--- src/hw/rtl/sspr_pkg.sv ---
// Shared types and codes for the servo status packet receiver.
package sspr_pkg;

  localparam logic [2:0] PH_HUNT  = 3'd0;
  localparam logic [2:0] PH_ID    = 3'd1;
  localparam logic [2:0] PH_LEN   = 3'd2;
  localparam logic [2:0] PH_ERR   = 3'd3;
  localparam logic [2:0] PH_PARAM = 3'd4;
  localparam logic [2:0] PH_CSUM  = 3'd5;

  localparam logic [2:0] V_OK        = 3'd0;
  localparam logic [2:0] V_MALFORMED = 3'd1;
  localparam logic [2:0] V_CHECKSUM  = 3'd2;
  localparam logic [2:0] V_BAD_ID    = 3'd3;
  localparam logic [2:0] V_DEV_ERR   = 3'd4;
  localparam logic [2:0] V_TIMEOUT   = 3'd5;

  localparam logic [7:0] CFG_BCAST_LIMIT        = 8'd0;
  localparam logic [7:0] CFG_CHECK_ENABLE       = 8'd1;
  localparam logic [7:0] CFG_MATCH_ID           = 8'd2;
  localparam logic [7:0] CFG_EXPECTED_PARAM_LEN = 8'd3;

  localparam logic [7:0] HEADER_BYTE       = 8'hFF;
  localparam logic [7:0] MIN_LENGTH        = 8'd2;
  localparam logic [7:0] BCAST_LIMIT_RST   = 8'd254;

  typedef struct packed {
    logic [7:0] bcast_limit;
    logic       check_enable;
    logic [7:0] match_id;
    logic [7:0] expected_param_len;
  } sspr_cfg_t;

  typedef struct packed {
    logic [2:0] phase;
    logic       seen_ff;
    logic [7:0] packet_id;
    logic [7:0] packet_length;
    logic [7:0] tail_count;
    logic [7:0] running_sum;
    logic [7:0] error_byte;
  } sspr_state_t;

  typedef struct packed {
    logic       kind;
    logic [7:0] param_byte;
    logic [7:0] param_index;
    logic [7:0] servo_id;
    logic [7:0] dev_status;
    logic [7:0] param_count;
    logic [2:0] verdict;
  } sspr_result_t;

  localparam sspr_state_t STATE_HUNT = '{
    phase: PH_HUNT, seen_ff: 1'b0, packet_id: 8'd0, packet_length: 8'd0,
    tail_count: 8'd0, running_sum: 8'd0, error_byte: 8'd0
  };

endpackage

--- src/hw/rtl/servo_status_packet_receiver.sv ---
// Servo status packet receiver: input register, parser step, result register.
//
// One received byte is taken per cycle unless in_stall holds it. Each byte sits in an
// input register while the parser step computes the next packet state and any result;
// a result is loaded into the result register when its byte leaves the input register,
// and transfers out from there once out_stall is low. Sustained rate is one byte per
// cycle, limited only by the single output register: while a result waits under
// out_stall, bytes that produce no result keep flowing, and a byte that produces one
// waits in the input register.
// Parameter bytes are passed on as they arrive; the end-of-packet item carries
// the verdict, and parameters must be dropped unless the verdict is ok.
// Configuration writes are always ready and take effect on the next parsed byte.
module servo_status_packet_receiver (
  input  logic       clk,
  input  logic       rst_n,
  input  logic       in_valid,
  output logic       in_stall,
  input  logic [7:0] in_rx_byte,
  input  logic       in_timeout,
  output logic       out_valid,
  input  logic       out_stall,
  output logic       out_kind,
  output logic [7:0] out_param_byte,
  output logic [7:0] out_param_index,
  output logic [7:0] out_servo_id,
  output logic [7:0] out_dev_status,
  output logic [7:0] out_param_count,
  output logic [2:0] out_verdict,
  input  logic       cfg_valid,
  output logic       cfg_ready,
  input  logic [7:0] cfg_index,
  input  logic [7:0] cfg_data
);
  import sspr_pkg::*;

  sspr_cfg_t    cfg_r;
  sspr_state_t  state_r;
  sspr_state_t  state_nxt;
  sspr_result_t result;
  sspr_result_t out_data_r;
  logic         res_valid;
  logic         in_valid_r;
  logic [7:0]   rx_byte_r;
  logic         timeout_r;
  logic         out_valid_r;
  logic         advance;
  logic         in_xfer;
  logic         out_xfer;

  assign cfg_ready = 1'b1;
  assign out_xfer  = out_valid_r && !out_stall;
  assign advance   = in_valid_r && (!res_valid || !out_valid_r || !out_stall);
  assign in_stall  = in_valid_r && !advance;
  assign in_xfer   = in_valid && !in_stall;

  sspr_step u_step (
    .cfg       (cfg_r),
    .state     (state_r),
    .rx_byte   (rx_byte_r),
    .timeout   (timeout_r),
    .state_nxt (state_nxt),
    .res_valid (res_valid),
    .result    (result)
  );

  always_ff @(posedge clk) begin
    if (!rst_n) begin
      cfg_r.bcast_limit        <= BCAST_LIMIT_RST;
      cfg_r.check_enable       <= 1'b0;
      cfg_r.match_id           <= 8'd0;
      cfg_r.expected_param_len <= 8'd0;
    end else if (cfg_valid && cfg_ready) begin
      unique case (cfg_index)
        CFG_BCAST_LIMIT:        cfg_r.bcast_limit        <= cfg_data;
        CFG_CHECK_ENABLE:       cfg_r.check_enable       <= cfg_data[0];
        CFG_MATCH_ID:           cfg_r.match_id           <= cfg_data;
        CFG_EXPECTED_PARAM_LEN: cfg_r.expected_param_len <= cfg_data;
        default: begin
        end
      endcase
    end
  end

  always_ff @(posedge clk) begin
    if (!rst_n) begin
      in_valid_r <= 1'b0;
    end else if (in_xfer) begin
      in_valid_r <= 1'b1;
    end else if (advance) begin
      in_valid_r <= 1'b0;
    end
  end

  always_ff @(posedge clk) begin
    if (in_xfer) begin
      rx_byte_r <= in_rx_byte;
      timeout_r <= in_timeout;
    end
  end

  always_ff @(posedge clk) begin
    if (!rst_n) begin
      state_r <= STATE_HUNT;
    end else if (advance) begin
      state_r <= state_nxt;
    end
  end

  always_ff @(posedge clk) begin
    if (!rst_n) begin
      out_valid_r <= 1'b0;
    end else if (advance && res_valid) begin
      out_valid_r <= 1'b1;
    end else if (out_xfer) begin
      out_valid_r <= 1'b0;
    end
  end

  always_ff @(posedge clk) begin
    if (advance && res_valid) begin
      out_data_r <= result;
    end
  end

  assign out_valid        = out_valid_r;
  assign out_kind         = out_data_r.kind;
  assign out_param_byte   = out_data_r.param_byte;
  assign out_param_index  = out_data_r.param_index;
  assign out_servo_id     = out_data_r.servo_id;
  assign out_dev_status   = out_data_r.dev_status;
  assign out_param_count  = out_data_r.param_count;
  assign out_verdict      = out_data_r.verdict;

`ifndef SYNTH
  a_param_item_clean: assert property (@(posedge clk) disable iff (!rst_n)
    (out_valid && !out_kind) |-> (out_verdict == V_OK && out_param_count == 8'd0))
    else $error("parameter item carries verdict or count");

  a_seen_ff_only_hunting: assert property (@(posedge clk) disable iff (!rst_n)
    (state_r.phase != PH_HUNT) |-> !state_r.seen_ff)
    else $error("header flag set outside hunting");

  a_stall_cause: assert property (@(posedge clk) disable iff (!rst_n)
    in_stall |-> (in_valid_r && res_valid && out_valid_r && out_stall))
    else $error("input stalled without a blocked result");

  a_result_loaded: assert property (@(posedge clk) disable iff (!rst_n)
    (advance && res_valid) |=> out_valid)
    else $error("result lost on load");
`endif

endmodule

--- src/hw/rtl/sspr_step.sv ---
// Packet parser step: next parser state and optional result for one byte.
module sspr_step (
  input  sspr_pkg::sspr_cfg_t    cfg,
  input  sspr_pkg::sspr_state_t  state,
  input  logic [7:0]             rx_byte,
  input  logic                   timeout,
  output sspr_pkg::sspr_state_t  state_nxt,
  output logic                   res_valid,
  output sspr_pkg::sspr_result_t result
);
  import sspr_pkg::*;

  logic [7:0] tail_inc;
  logic [7:0] sum_add;
  logic [7:0] nparams;
  logic [2:0] csum_verdict;

  assign tail_inc = state.tail_count + 8'd1;
  assign sum_add  = state.running_sum + rx_byte;
  assign nparams  = state.packet_length - MIN_LENGTH;

  always_comb begin
    priority if (~state.running_sum != rx_byte) begin
      csum_verdict = V_CHECKSUM;
    end else if (cfg.check_enable && state.packet_id != cfg.match_id) begin
      csum_verdict = V_BAD_ID;
    end else if (cfg.check_enable && state.error_byte != 8'd0) begin
      csum_verdict = V_DEV_ERR;
    end else if (cfg.check_enable && nparams != cfg.expected_param_len) begin
      csum_verdict = V_MALFORMED;
    end else begin
      csum_verdict = V_OK;
    end
  end

  always_comb begin
    state_nxt = state;
    res_valid = 1'b0;
    result    = '0;
    if (timeout) begin
      res_valid           = 1'b1;
      result.kind         = 1'b1;
      result.servo_id     = state.packet_id;
      result.dev_status   = state.error_byte;
      result.param_count  = state.tail_count;
      result.verdict      = V_TIMEOUT;
      state_nxt           = STATE_HUNT;
    end else begin
      unique case (state.phase)
        PH_ID: begin
          state_nxt.packet_id   = rx_byte;
          state_nxt.running_sum = sum_add;
          state_nxt.phase       = PH_LEN;
        end
        PH_LEN: begin
          if (state.packet_id >= cfg.bcast_limit || rx_byte < MIN_LENGTH) begin
            res_valid       = 1'b1;
            result.kind     = 1'b1;
            result.servo_id = state.packet_id;
            result.verdict  = V_MALFORMED;
            state_nxt       = STATE_HUNT;
          end else begin
            state_nxt.packet_length = rx_byte;
            state_nxt.running_sum   = sum_add;
            state_nxt.phase         = PH_ERR;
          end
        end
        PH_ERR: begin
          state_nxt.error_byte  = rx_byte;
          state_nxt.running_sum = sum_add;
          state_nxt.phase = (state.packet_length == MIN_LENGTH) ? PH_CSUM : PH_PARAM;
        end
        PH_PARAM: begin
          res_valid             = 1'b1;
          result.param_byte     = rx_byte;
          result.param_index    = state.tail_count;
          result.servo_id       = state.packet_id;
          result.dev_status     = state.error_byte;
          result.verdict        = V_OK;
          state_nxt.running_sum = sum_add;
          state_nxt.tail_count  = tail_inc;
          if (tail_inc >= nparams) begin
            state_nxt.phase = PH_CSUM;
          end
        end
        PH_CSUM: begin
          res_valid           = 1'b1;
          result.kind         = 1'b1;
          result.servo_id     = state.packet_id;
          result.dev_status   = state.error_byte;
          result.param_count  = nparams;
          result.verdict      = csum_verdict;
          state_nxt           = STATE_HUNT;
        end
        default: begin
          if (rx_byte == HEADER_BYTE) begin
            if (state.seen_ff) begin
              state_nxt.phase   = PH_ID;
              state_nxt.seen_ff = 1'b0;
            end else begin
              state_nxt.seen_ff = 1'b1;
            end
          end else begin
            state_nxt.seen_ff = 1'b0;
          end
        end
      endcase
    end
  end

endmodule

--- config.mk ---
export PLATFORM = sky130hd
export DESIGN_NAME = servo_status_packet_receiver
export DESIGN_NICKNAME = d
export VERILOG_FILES = /design/src/hw/rtl/sspr_pkg.sv /design/src/hw/rtl/servo_status_packet_receiver.sv /design/src/hw/rtl/sspr_step.sv
export SDC_FILE = /design/constraint.sdc
export NUM_CORES = 1
export LEC_CHECK = 0
export BUFFER_PORTS_ARGS = -buffer_cell sky130_fd_sc_hd__clkbuf_2
export CAP_MARGIN = 20
export CELL_PAD_IN_SITES_DETAIL_PLACEMENT = 1
export CELL_PAD_IN_SITES_GLOBAL_PLACEMENT = 2
export CORE_ASPECT_RATIO = 1.75
export CORE_MARGIN = 3
export CORE_UTILIZATION = 32
export CTS_BUF_LIST = sky130_fd_sc_hd__clkbuf_4 sky130_fd_sc_hd__clkbuf_8 sky130_fd_sc_hd__clkbuf_16
export CTS_CLUSTER_SIZE = 8
export DETAILED_ROUTE_END_ITERATION = 10
export PLACE_DENSITY = 0.67
export SLEW_MARGIN = 20
export SYNTH_ARGS = -nofsm -noshare
export SYNTH_HDL_FRONTEND = slang
export SYNTH_SLANG_ARGS = --single-unit
--- constraint.sdc ---
create_clock -name clk -period 4.2 [get_ports clk]
set_clock_uncertainty 0.2 [all_clocks]
set_input_delay 0.42 -clock clk [delete_from_list [all_inputs] [get_ports clk]]
set_output_delay 0.42 -clock clk [all_outputs]
set_load 0.05 [all_outputs]
==> summary.md <==
| Metric | Value |
|---|---|
| Post-synthesis cell area | 6098 um2 |
| Synthesized area per cell | ~10 um2 |
| Port Buffer Count | 75 |
| Most frequent standard cell in the layout excluding fill and tap cells | sky130_fd_sc_hd__nand2_1 |
| Minimum clock period | 3388 ps |
| Leading area contributor after synthesis | sky130_fd_sc_hd__edfxtp_1 |
| Min-Delay Path Depth | 3 |
| Cell Chain, Critical Path | ha_1, o21ai_0, a21oi_1, o31ai_2, nand3_1, and3_1, clkbuf_2 |
| Detailed Route Iter0 Violations | 124 |
| Most used cells in the layout excluding fill and tap cells | sky130_fd_sc_hd__nand2_1 (84), sky130_fd_sc_hd__clkbuf_2 (75), sky130_fd_sc_hd__dfxtp_1 (71) |
| Share of the yosys chip area belonging to registers | 0.4941 |
| Status | complete, no violations |
| Detail-routed net length per standard cell | 19.29 um |
| Clock input transition at the sequential cells of the worst setup and hold paths | approximately 60 ps |
| Count of flip-flops with a built-in enable after synthesis | 53 |
| Share of final-layout standard cells stronger than drive strength 1 | 0.1957 |
| Final worst path period share | 0.8067 |
| Core region area | 18660 um2 |
| Layout-stage area growth over the synthesis result | 22.36% |
| TritonCTS clock tree | built |
| Power Dens Cells | 413.2 nW/um2 |
| Required time at the worst-slack endpoint | between 3000 and 4000 ps |
| Clock Path Buffers | 2 |
| Layout filler cell count | 2149 |
| Largest net degree at the start of global routing | 53 |
| Syn Inst Count | 594 |
| Number of DRC violations after detailed routing | 0 |
| IR drop worst, VDD | between 150 and 200 uV |
| Ys async rst share | 0 |
| Initial antenna violation count | 0 |
| H-tree depth | 4 |
| Clock latency of the later-clocked register in the worst-skew pair | 420 ps |
| Synth Net Count | 650 |
| Delay of the slowest cell on the worst path | 590 ps |
| Critical path start-end classification | reg -> out |
| Unrepaired setup endpoints after global routing | no |
| Vias after detailed routing | 4770 |
| Max cap viols | 0 |
| Initial Util | 0.3268 |
| Overall die area | 20820 um2 |
| Total inserted antenna cells | 0 |
| Number of search-and-repair iterations in the first detailed-routing pass | 4 |
| Number of nets at the end of the flow | 738 |
| GRT overflow | 0 |
| Slew at the pin with the worst max-slew slack | between 800 and 900 ps |
| Cell at the root of the clock tree | sky130_fd_sc_hd__clkbuf_16 |
| Number of ports placed on the die boundary | 77 |
| Number of rows in the core area | 66 |
| Setup Viol. Count Final | 0 |
| First-pass GRT wire length | between 20 and 30 mm |
| Post-DRT Antenna Nets | 0 |
| Startpoint kind of the worst setup timing path | flop |
| Via count of the first global-routing pass | 5223 |
| Critical Path AT | 2770 ps |
| Yosys warns | 0 |
| GR Util All Layers | 0.1849 |
| Worst Hold Class | in -> reg |
| Post-DP HPWL | 13.35 mm |
| Via count normalized by instance count | 5.113 |
| Total clock sinks | 124 |
| Library cells used by synthesis | 62 |
| Critical Path Sink Type | primary output |
| Main synth FF type | sky130_fd_sc_hd__dfxtp_1 |
| Height of the die | roughly 190 um |
| Post-Route Setup TNS | 0 ps |
| Area contributors post-synth | sky130_fd_sc_hd__edfxtp_1 (26%), sky130_fd_sc_hd__dfxtp_1 (23%), sky130_fd_sc_hd__mux2i_1 (7.1%) |
| Post-synth top area share | 0.2610 |
| Routability congestion estimate | around 0.83 |
| Logic depth of the worst register-to-register path | 8 |
| Minimum setup slack in the final design | 811.8 ps |
| TritonCTS buffer count | 17 |
| Number of resized instances in the post-cts repair step | 0 |
| Maximum fanout count along the critical path | 6 |
| Leakage | about 3.2 nW |
| Slowest stage cell on the critical path | sky130_fd_sc_hd__o31ai_2 |
| Normalized max-slew margin | 0.4306 |
| Highest attainable clock frequency | 295.1 MHz |
| Post-synthesis sequential element count | 124 |
| Fin. Hold Viols | 0 |
| Aggregate routed wire length | 18.00 mm |
| Post-CTS repair timing setup buffer count | 0 |
| Die X-Extent | roughly 110 um |
| Setup Slack @ Placement | around 830 ps |
| Number of max-slew violations in the final report | 0 |
[routing by layer]
layer / GRT usage / part of all wire
met3: 0.03085 / 0.023
met4: 0.06923 / 0.024
met1: 0.1990 / 0.38
met5: 0 / 0
met2: 0.3489 / 0.57
[path summary, 6_finish.rpt]
check                   start                end  slack, ps
setup reg to reg  state_r[33]  out_param_byte[7]        830
setup / recovery  state_r[33]           in_stall        810
hold / removal       in_valid         in_valid_r         40
hold reg to reg    state_r[7]         state_r[7]        270
[kinds of logic (layout without fill, tap and decap cells)]
| kind of cell | count (synthesis) | count (layout) | synth area share |
|---|---|---|---|
| and+or+nand+nor | 245 | 245 | 0.2091 |
| DFF | 124 | 124 | 0.4941 |
| AOI/OAI and AO/OA | 79 | 79 | 0.09233 |
| muxes | 43 | 43 | 0.07058 |
| buffers and inverters | 42 | 143 | 0.02995 |
| xor gates and xnor gates | 34 | 34 | 0.04883 |
| adders and majority gates | 26 | 26 | 0.05458 |
| other | 1 | 1 | 0.0006149 |
[metrics by stage]
step,utilization,power (mW),cells,hold slack [ps],instance area [um2]
global placement,0.3609,1.527,892,259.5,6735
finish,0.3998,3.083,933,40.82,7462
global route,0.3998,3.195,933,81.17,7462
CTS,0.3998,3.128,933,24.74,7462
detailed placement,0.3609,1.532,892,270.0,6735
floorplan,-,1.454,594,242.8,6098
[flip-flops by register name, summed over array words and instances (netlist names)]
signal / cells
out_param_count: 8
cfg_r: 25
out_verdict: 3
out_kind: 1
out_servo_id: 8
out_dev_status: 8
state_r: 44
out_valid: 1
timeout_r: 1
in_valid_r: 1
out_param_index: 8
rx_byte_r: 8
out_param_byte: 8
[worst max-delay path, delay by kind of cell (launching register included)]
kind            cells  cell delay, ps
buf+inv             1             270
flops               1             440
compound gates      3             830
simple gates        2             520
fa+ha+maj           1             270
[Yosys cell counts (17+ instances only)]
master,number
sky130_fd_sc_hd__xnor2_1,27
sky130_fd_sc_hd__o21ai_0,19
sky130_fd_sc_hd__edfxtp_1,53
sky130_fd_sc_hd__and3_1,21
sky130_fd_sc_hd__nand2_1,84
sky130_fd_sc_hd__ha_1,25
sky130_fd_sc_hd__nor2b_1,18
sky130_fd_sc_hd__mux2i_1,43
sky130_fd_sc_hd__a21oi_1,17
sky130_fd_sc_hd__nor2_1,37
sky130_fd_sc_hd__clkbuf_1,17
sky130_fd_sc_hd__dfxtp_1,71
sky130_fd_sc_hd__nand3_1,28
[where the power goes]
group          switching, mW  internal (mW)  leakage [nW]
Clock                  0.571           1.00         0.304
Combinational          0.139         0.0707          1.79
Sequential            0.0249           1.27          1.10
[area by class of cell]
| cell class | count | area (um2) | area share |
|---|---|---|---|
| sequential | 124 | 3013 | 0.4038 |
| timing repair buffer | 96 | 555.5 | 0.07445 |
| tap | 238 | 297.8 | 0.03991 |
| inverter | 15 | 56.30 | 0.007545 |
| clock inverter | 12 | 158.9 | 0.02129 |
| multi-input combinational | 428 | 2903 | 0.3890 |
| clock buffer | 20 | 478.0 | 0.06405 |
[repair_timing]
action	CTS	global route
hold buffers	9	0
endpoints found under the hold margin	9	0
endpoints found under the setup margin	0	0
Power figures use the tool's default switching activity.
